==> src/hw/rtl/assert_macros.svh <==
// Assertion helpers: every check is clocked on clk and disabled during rst.
`ifndef ASSERT_MACROS_SVH
`define ASSERT_MACROS_SVH

// Concurrent check, sampled on the rising edge of clk.
`define CHK_CLK(label, prop, msg) \
  label: assert property (@(posedge clk) disable iff (rst) (prop)) else $error(msg);

// Implication check: when ante holds, cons must hold on the same edge.
`define CHK_IMPL(label, ante, cons, msg) \
  label: assert property (@(posedge clk) disable iff (rst) (ante) |-> (cons)) \
    else $error(msg);

`endif

==> src/hw/rtl/nmdf_pkg.sv <==
package nmdf_pkg;

  localparam logic [6:0] FIRST_YEAR = 7'd18;
  localparam logic [6:0] LAST_YEAR  = 7'd99;

  localparam logic [2:0] KIND_ANY   = 3'd0;
  localparam logic [2:0] KIND_DAY   = 3'd1;
  localparam logic [2:0] KIND_WDAY  = 3'd2;
  localparam logic [2:0] KIND_MDAY  = 3'd3;
  localparam logic [2:0] KIND_FULL  = 3'd4;

  typedef struct packed {
    logic [6:0] ref_year;
    logic [3:0] ref_month;
    logic [4:0] ref_day;
    logic [2:0] match_kind;
    logic [4:0] want_day;
    logic [2:0] want_weekday;
    logic [3:0] want_month;
    logic [6:0] want_year;
  } nmdf_in_t;

  typedef struct packed {
    logic        found;
    logic [6:0]  out_year;
    logic [3:0]  out_month;
    logic [4:0]  out_day;
    logic [2:0]  out_weekday;
    logic [14:0] day_serial;
  } nmdf_out_t;

  function automatic logic [4:0] days_in_month(input logic [6:0] year,
                                               input logic [3:0] month);
    logic [4:0] n;
    unique case (month)
      4'd4, 4'd6, 4'd9, 4'd11: n = 5'd30;
      4'd2:                    n = (year[1:0] == 2'd0) ? 5'd29 : 5'd28;
      default:                 n = 5'd31;
    endcase
    return n;
  endfunction

  // Valid for v < 42.
  function automatic logic [2:0] mod7(input logic [5:0] v);
    logic [5:0] r;
    r = v;
    if (r >= 6'd28) r = r - 6'd28;
    if (r >= 6'd14) r = r - 6'd14;
    if (r >= 6'd7)  r = r - 6'd7;
    return r[2:0];
  endfunction

endpackage

==> src/hw/rtl/next_matching_date_finder.sv <==
// Adds years from FIRST_YEAR, then months and the day offset, then walks day by
//   day to a match or past LAST_YEAR; an invalid reference skips to S_DONE.
// One shared serial adder: one year, one month or one day per cycle.
// One item at a time; the next input beat is taken once the result
//   has moved into the output register.
// Reset: rst (synchronous, active high) returns to idle and drops out_valid.
`include "assert_macros.svh"

module next_matching_date_finder import nmdf_pkg::*; (
  input  logic      clk,
  input  logic      rst,
  input  logic      in_valid,
  output logic      in_stall,
  input  nmdf_in_t  in_item,
  output logic      out_valid,
  input  logic      out_stall,
  output nmdf_out_t out_item
);

  localparam logic [2:0] S_IDLE   = 3'd0;
  localparam logic [2:0] S_YEARS  = 3'd1;
  localparam logic [2:0] S_MONTHS = 3'd2;
  localparam logic [2:0] S_WALK   = 3'd3;
  localparam logic [2:0] S_DONE   = 3'd4;

  logic [2:0]  st;
  nmdf_in_t    req;
  logic [6:0]  y, iy;
  logic [3:0]  m, im;
  logic [4:0]  d;
  logic [14:0] serial;
  logic [2:0]  wd;
  logic        found;

  logic [8:0]  addend;
  logic [4:0]  wd_add;
  logic [14:0] serial_sum;
  logic [2:0]  wd_sum;
  logic [4:0]  dim_cur, dim_im, dim_in;
  logic [6:0]  ny;
  logic [3:0]  nm;
  logic [4:0]  nd;
  logic        past_end, hit, in_bad, load_out;

  assign in_stall = (st != S_IDLE);
  assign load_out = (st == S_DONE) && (!out_valid || !out_stall);

  assign dim_cur = days_in_month(y, m);
  assign dim_im  = days_in_month(y, im);
  assign dim_in  = days_in_month(in_item.ref_year, in_item.ref_month);

  assign in_bad = (in_item.ref_year < FIRST_YEAR) || (in_item.ref_year > LAST_YEAR) ||
                  (in_item.ref_month < 4'd1) || (in_item.ref_month > 4'd12) ||
                  (in_item.ref_day < 5'd1) || (in_item.ref_day > dim_in);

  // shared serial / weekday adder
  always_comb begin
    addend = 9'd0;
    wd_add = 5'd0;
    unique case (st)
      S_YEARS: begin
        addend = (iy[1:0] == 2'd0) ? 9'd366 : 9'd365;
        wd_add = (iy[1:0] == 2'd0) ? 5'd2 : 5'd1;
      end
      S_MONTHS: begin
        if (im < m) begin
          addend = {4'd0, dim_im};
          wd_add = dim_im;
        end else begin
          addend = {4'd0, d - 5'd1};
          wd_add = d - 5'd1;
        end
      end
      S_WALK: begin
        addend = 9'd1;
        wd_add = 5'd1;
      end
      default: begin
        addend = 9'd0;
        wd_add = 5'd0;
      end
    endcase
  end

  assign serial_sum = serial + {6'd0, addend};
  assign wd_sum     = mod7({3'd0, wd} + {1'b0, wd_add});

  // next day
  always_comb begin
    nd = d + 5'd1;
    nm = m;
    ny = y;
    past_end = 1'b0;
    if (d >= dim_cur) begin
      nd = 5'd1;
      if (m < 4'd12) begin
        nm = m + 4'd1;
      end else begin
        nm = 4'd1;
        ny = y + 7'd1;
        past_end = (ny > LAST_YEAR);
      end
    end
  end

  always_comb begin
    unique case (req.match_kind)
      KIND_ANY:  hit = 1'b1;
      KIND_DAY:  hit = (nd == req.want_day);
      KIND_WDAY: hit = (wd_sum == req.want_weekday);
      KIND_MDAY: hit = (nd == req.want_day) && (nm == req.want_month);
      KIND_FULL: hit = (nd == req.want_day) && (nm == req.want_month) &&
                       (ny == req.want_year);
      default:   hit = 1'b0;
    endcase
  end

  always_ff @(posedge clk) begin
    if (rst) begin
      st        <= S_IDLE;
      out_valid <= 1'b0;
    end else begin
      if (load_out) begin
        out_valid <= 1'b1;
      end else if (out_valid && !out_stall) begin
        out_valid <= 1'b0;
      end
      unique case (st)
        S_IDLE: begin
          if (in_valid) begin
            st <= in_bad ? S_DONE : S_YEARS;
          end
        end
        S_YEARS:  if (iy >= y) st <= S_MONTHS;
        S_MONTHS: if (im >= m) st <= S_WALK;
        S_WALK:   if (past_end || hit) st <= S_DONE;
        S_DONE:   if (load_out) st <= S_IDLE;
        default:  st <= S_IDLE;
      endcase
    end
  end

  always_ff @(posedge clk) begin
    unique case (st)
      S_IDLE: begin
        req    <= in_item;
        y      <= in_item.ref_year;
        m      <= in_item.ref_month;
        d      <= in_item.ref_day;
        iy     <= FIRST_YEAR;
        im     <= 4'd1;
        serial <= 15'd0;
        wd     <= 3'd0;
        found  <= 1'b0;
      end
      S_YEARS: begin
        if (iy < y) begin
          serial <= serial_sum;
          wd     <= wd_sum;
          iy     <= iy + 7'd1;
        end
      end
      S_MONTHS: begin
        serial <= serial_sum;
        wd     <= wd_sum;
        if (im < m) im <= im + 4'd1;
      end
      S_WALK: begin
        if (!past_end) begin
          y      <= ny;
          m      <= nm;
          d      <= nd;
          serial <= serial_sum;
          wd     <= wd_sum;
          found  <= hit;
        end
      end
      default: begin
      end
    endcase
    if (load_out) begin
      out_item.found       <= found;
      out_item.out_year    <= found ? y : 7'd0;
      out_item.out_month   <= found ? m : 4'd0;
      out_item.out_day     <= found ? d : 5'd0;
      out_item.out_weekday <= found ? wd : 3'd0;
      out_item.day_serial  <= found ? serial : 15'd0;
    end
  end

  `CHK_IMPL(a_walk_date_ok, st == S_WALK,
            d >= 5'd1 && d <= dim_cur && y <= LAST_YEAR && wd < 3'd7,
            "walk date out of range")
  `CHK_IMPL(a_miss_zero, out_valid && !out_item.found,
            out_item.day_serial == 15'd0 && out_item.out_day == 5'd0,
            "miss result carries data")
  `CHK_CLK(a_hit_wday, !(out_valid && out_item.found) ||
           (out_item.out_weekday < 3'd7 && out_item.out_day != 5'd0),
           "hit result weekday or day invalid")

endmodule
==> config.mk <==
export PLATFORM = sky130hd
export DESIGN_NAME = next_matching_date_finder
export DESIGN_NICKNAME = d
export VERILOG_FILES = /design/src/hw/rtl/nmdf_pkg.sv /design/src/hw/rtl/next_matching_date_finder.sv
export VERILOG_INCLUDE_DIRS = /design/src /design/src/hw/rtl
export SDC_FILE = /design/constraint.sdc
export NUM_CORES = 1
export LEC_CHECK = 0
export BUFFER_PORTS_ARGS = -buffer_cell sky130_fd_sc_hd__buf_2
export CORE_ASPECT_RATIO = 1.2
export CORE_UTILIZATION = 45
export CTS_BUF_LIST = sky130_fd_sc_hd__clkbuf_8
export CTS_CLUSTER_DIAMETER = 30
export DETAILED_ROUTE_END_ITERATION = 10
export PLACE_DENSITY = 0.74
export SLEW_MARGIN = 25
export SYNTH_ARGS = -nofsm -noshare
export SYNTH_HDL_FRONTEND = slang
export SYNTH_SLANG_ARGS = --single-unit
==> constraint.sdc <==
create_clock -name clk -period 6.1 [get_ports clk]
set_input_delay 0.305 -clock clk [delete_from_list [all_inputs] [get_ports clk]]
set_output_delay 0.305 -clock clk [all_outputs]
set_load 0.03 [all_outputs]
==> metrics <==
core area 14400 um2; worst-margin pin slew roughly 960 ps; syn_nets 721; Power Dens Cells approximately 520 nW/um2; worst min path class in -> reg; H-tree levels 3; Reg area 3170 um2; VDD IR max 0.000371 V; Crit-path slowest cell fa_1; layout cells sized above 1 0.172; post-layout util 0.521; Async S/R FF share, synth 0; CTS tree done; die area approximately 15000 um2; crit-path max cell delay 450 ps; multi-input logic area around 3300 um2; Ant. Diodes 0; Synth Register Bits between 100 and 150; Starting Density 0.460; Detailed Route Iter0 Violations between 300 and 400; area leader, netlist edfxtp_1; Clock Skews 10.7 ps; Die Height approximately 130 um; CTS root buf clkbuf_8; kind of end point of the critical path flop; Clock Sinks 107; Critical Path AT between 6000 and 7000 ps; vias in the first global route 5043; # rows 48; largest net degree at the start of global routing 36; gr usage total 0.204; Setup crit start m[1]; CTS Buf Count 9; post-route setup slack 344 ps; CTS max path bufs 2; total grt overflow 0; post-DR vias/cell 5.63; antenna violation net count after detailed routing 0; post-place setup slack about 190 ps; Post-synth EDFFs 103; Post-synth top flop edfxtp_1; flop2flop setup slack 340 ps; DRT Wirelength between 10000 and 15000 um; Crit Path Max Fanout 9; Worst R2R Start m[1]; WP data required 6440 ps; final setup fails 0; hold_buf cts 0; clock latency on the worst-skew pair 390 ps; Filler Cells Inserted 1268; Post-Syn Area 6600 um2; critical path type reg -> reg; top cells by area, synth edfxtp_1 (47%), ha_1 (8.3%), xnor2_1 (4.4%); DRC errors left 0; Min-Delay Startpoint in_item[20]; vias 5037; final net count 802; Avg Cell Area, Syn ~10 um2; die width 113 um; Yosys cell types 74; share of the synthesized area in the top cell type 0.469; Largest delay share family, worst path compound AO/OA/AOI/OAI gates; MaxCap Viol Count 0; slew margin rel. 0.360; initial antenna violation count 0; IO buf count between 70 and 80; leakage 0.00304 uW; Post-Synthesis Cells 633; Ys Warns 0; final hold viol count 0; Max Clock Freq 174 MHz; Clk pin slew, worst setup/hold paths 100 ps; Synth-to-Final Area Change 13.3%; outcome complete, no violations; Routed WL per cell 16.5 um; global-route wire length before repair 24000 um; worst path buffer plus inverter count 3; sequential fraction of the synthesis area 0.481; crit start category flop; Tmin final around 5800 ps; post-route clock period utilization 0.944; Slew Viols, Final 0; I/O pin count 79; post-DP HPWL 11300 um; gp weighted congestion 0.900; Pre-antenna DRT Iters 7
[cell families (layout without fill, tap and decap cells)]
| group | Yosys count | in the layout | synth area share |
|---|---|---|---|
| xor+xnor | 52 | 52 | 0.0690 |
| fa+ha+maj | 46 | 46 | 0.0895 |
| flops | 107 | 107 | 0.481 |
| buf+inv | 57 | 143 | 0.0332 |
| mux | 5 | 5 | 0.00777 |
| simple gates | 233 | 233 | 0.180 |
| compound gates | 133 | 133 | 0.139 |
[routing by layer]
metal / routed length, um / global-route usage / part of all wire / vias up
li1: - / - / - / 2451
met1: 5980 / 0.228 / 0.41 / 2421
met2: 7670 / 0.371 / 0.52 / 134
met3: 635 / 0.0359 / 0.043 / 31
met4: 453 / 0.106 / 0.031 / 0
met5: 0 / 0 / 0 / -
[final timing paths]
path / endpoint / cells past startpoint
max: st[2] / 26
min: req[20] / 1
max reg2reg: st[2] / 26
min reg2reg: out_valid / 2
[cell type report]
class	count	area share
clock buffers	9	0.0166
clock inverters	7	0.00921
inverters	39	0.0196
multi-input cells	469	0.436
flip-flops and latches	107	0.424
well taps	175	0.0293
repair buffers	88	0.0649
[cell usage in the layout, fill, tap and decap left out, types with 3 or more instances in the layout]
cell and count:
or2_2 4, nand2b_1 7, buf_2 78, o21ai_0 42
and3_1 7, dfxtp_1 4, clkbuf_8 9, mux2i_1 4
a21oi_1 21, o211ai_1 7, a21o_1 9, buf_4 9
xor2_1 18, nor4_1 4, and2_1 36, edfxtp_1 103
xnor2_1 33, a31oi_1 3, or4_1 3, nand4_1 7
nand3_1 17, nor3_1 14, nor2b_1 16, o21ai_1 4
nand2_1 55, ha_1 43, nor2_1 48, inv_1 40
[sequential cells by signal (all words and copies together) (netlist names), 4 cells and up]
| register | count |
|---|---|
| d | 5 |
| y | 7 |
| serial | 15 |
| m | 4 |
| req | 22 |
| im | 4 |
| iy | 7 |
| out_item | 35 |
[power by group]
group / total, uW / switching [uW] / internal, uW
registers: 1480 / 267 / 1210
logic: 2000 / 1250 / 753
clock network: 432 / 243 / 189
total: 3920 / 1760 / 2160
[Yosys cell counts (2+ instances only)]
| master | instances |
|---|---|
| edfxtp_1 | 103 |
| nand2_1 | 56 |
| nor2_1 | 48 |
| ha_1 | 44 |
| o21ai_0 | 42 |
| inv_1 | 39 |
| and2_1 | 36 |
| xnor2_1 | 33 |
| a21oi_1 | 24 |
| xor2_1 | 19 |
| nand3_1 | 17 |
| nor2b_1 | 16 |
| nor3_1 | 14 |
| clkbuf_1 | 13 |
| a21o_1 | 9 |
| and3_1 | 7 |
| nand2b_1 | 7 |
| nand4_1 | 7 |
| o211ai_1 | 7 |
| nor4_1 | 5 |
| buf_2 | 4 |
| dfxtp_1 | 4 |
| mux2i_1 | 4 |
| o21ai_1 | 4 |
| or2_2 | 4 |
| a31oi_1 | 3 |
| o311ai_0 | 3 |
| or4_1 | 3 |
| a211oi_1 | 2 |
| a21boi_0 | 2 |
| a221o_1 | 2 |
| a22oi_1 | 2 |
| fa_1 | 2 |
| nor3b_1 | 2 |
| o21a_1 | 2 |
| o22ai_1 | 2 |
| o2bb2ai_1 | 2 |
| o31ai_1 | 2 |
| o32ai_1 | 2 |
| or3_1 | 2 |
[through the flow]
stage / hold slack, ps / instances / power, uW / instance area, um2 / setup TNS (ps)
3_5_place_dp: 483 / 876 / 3440 / 7230 / 0
3_3_place_gp: 481 / 875 / 3360 / 7200 / 0
4_1_cts: 66.9 / 892 / 3880 / 7420 / 0
2_1_floorplan: 373 / 633 / 2890 / 6600 / 0
5_1_grt: 67.4 / 894 / 4220 / 7480 / -54.8
6_report: 80.2 / 894 / 3920 / 7480 / 0
[what timing repair did]
item | in CTS | in global routing
setup endpoints to repair | 0 | 7
gates resized for setup | 0 | 9
buffers inserted | 0 | 2
Power figures use the tool's default switching activity.
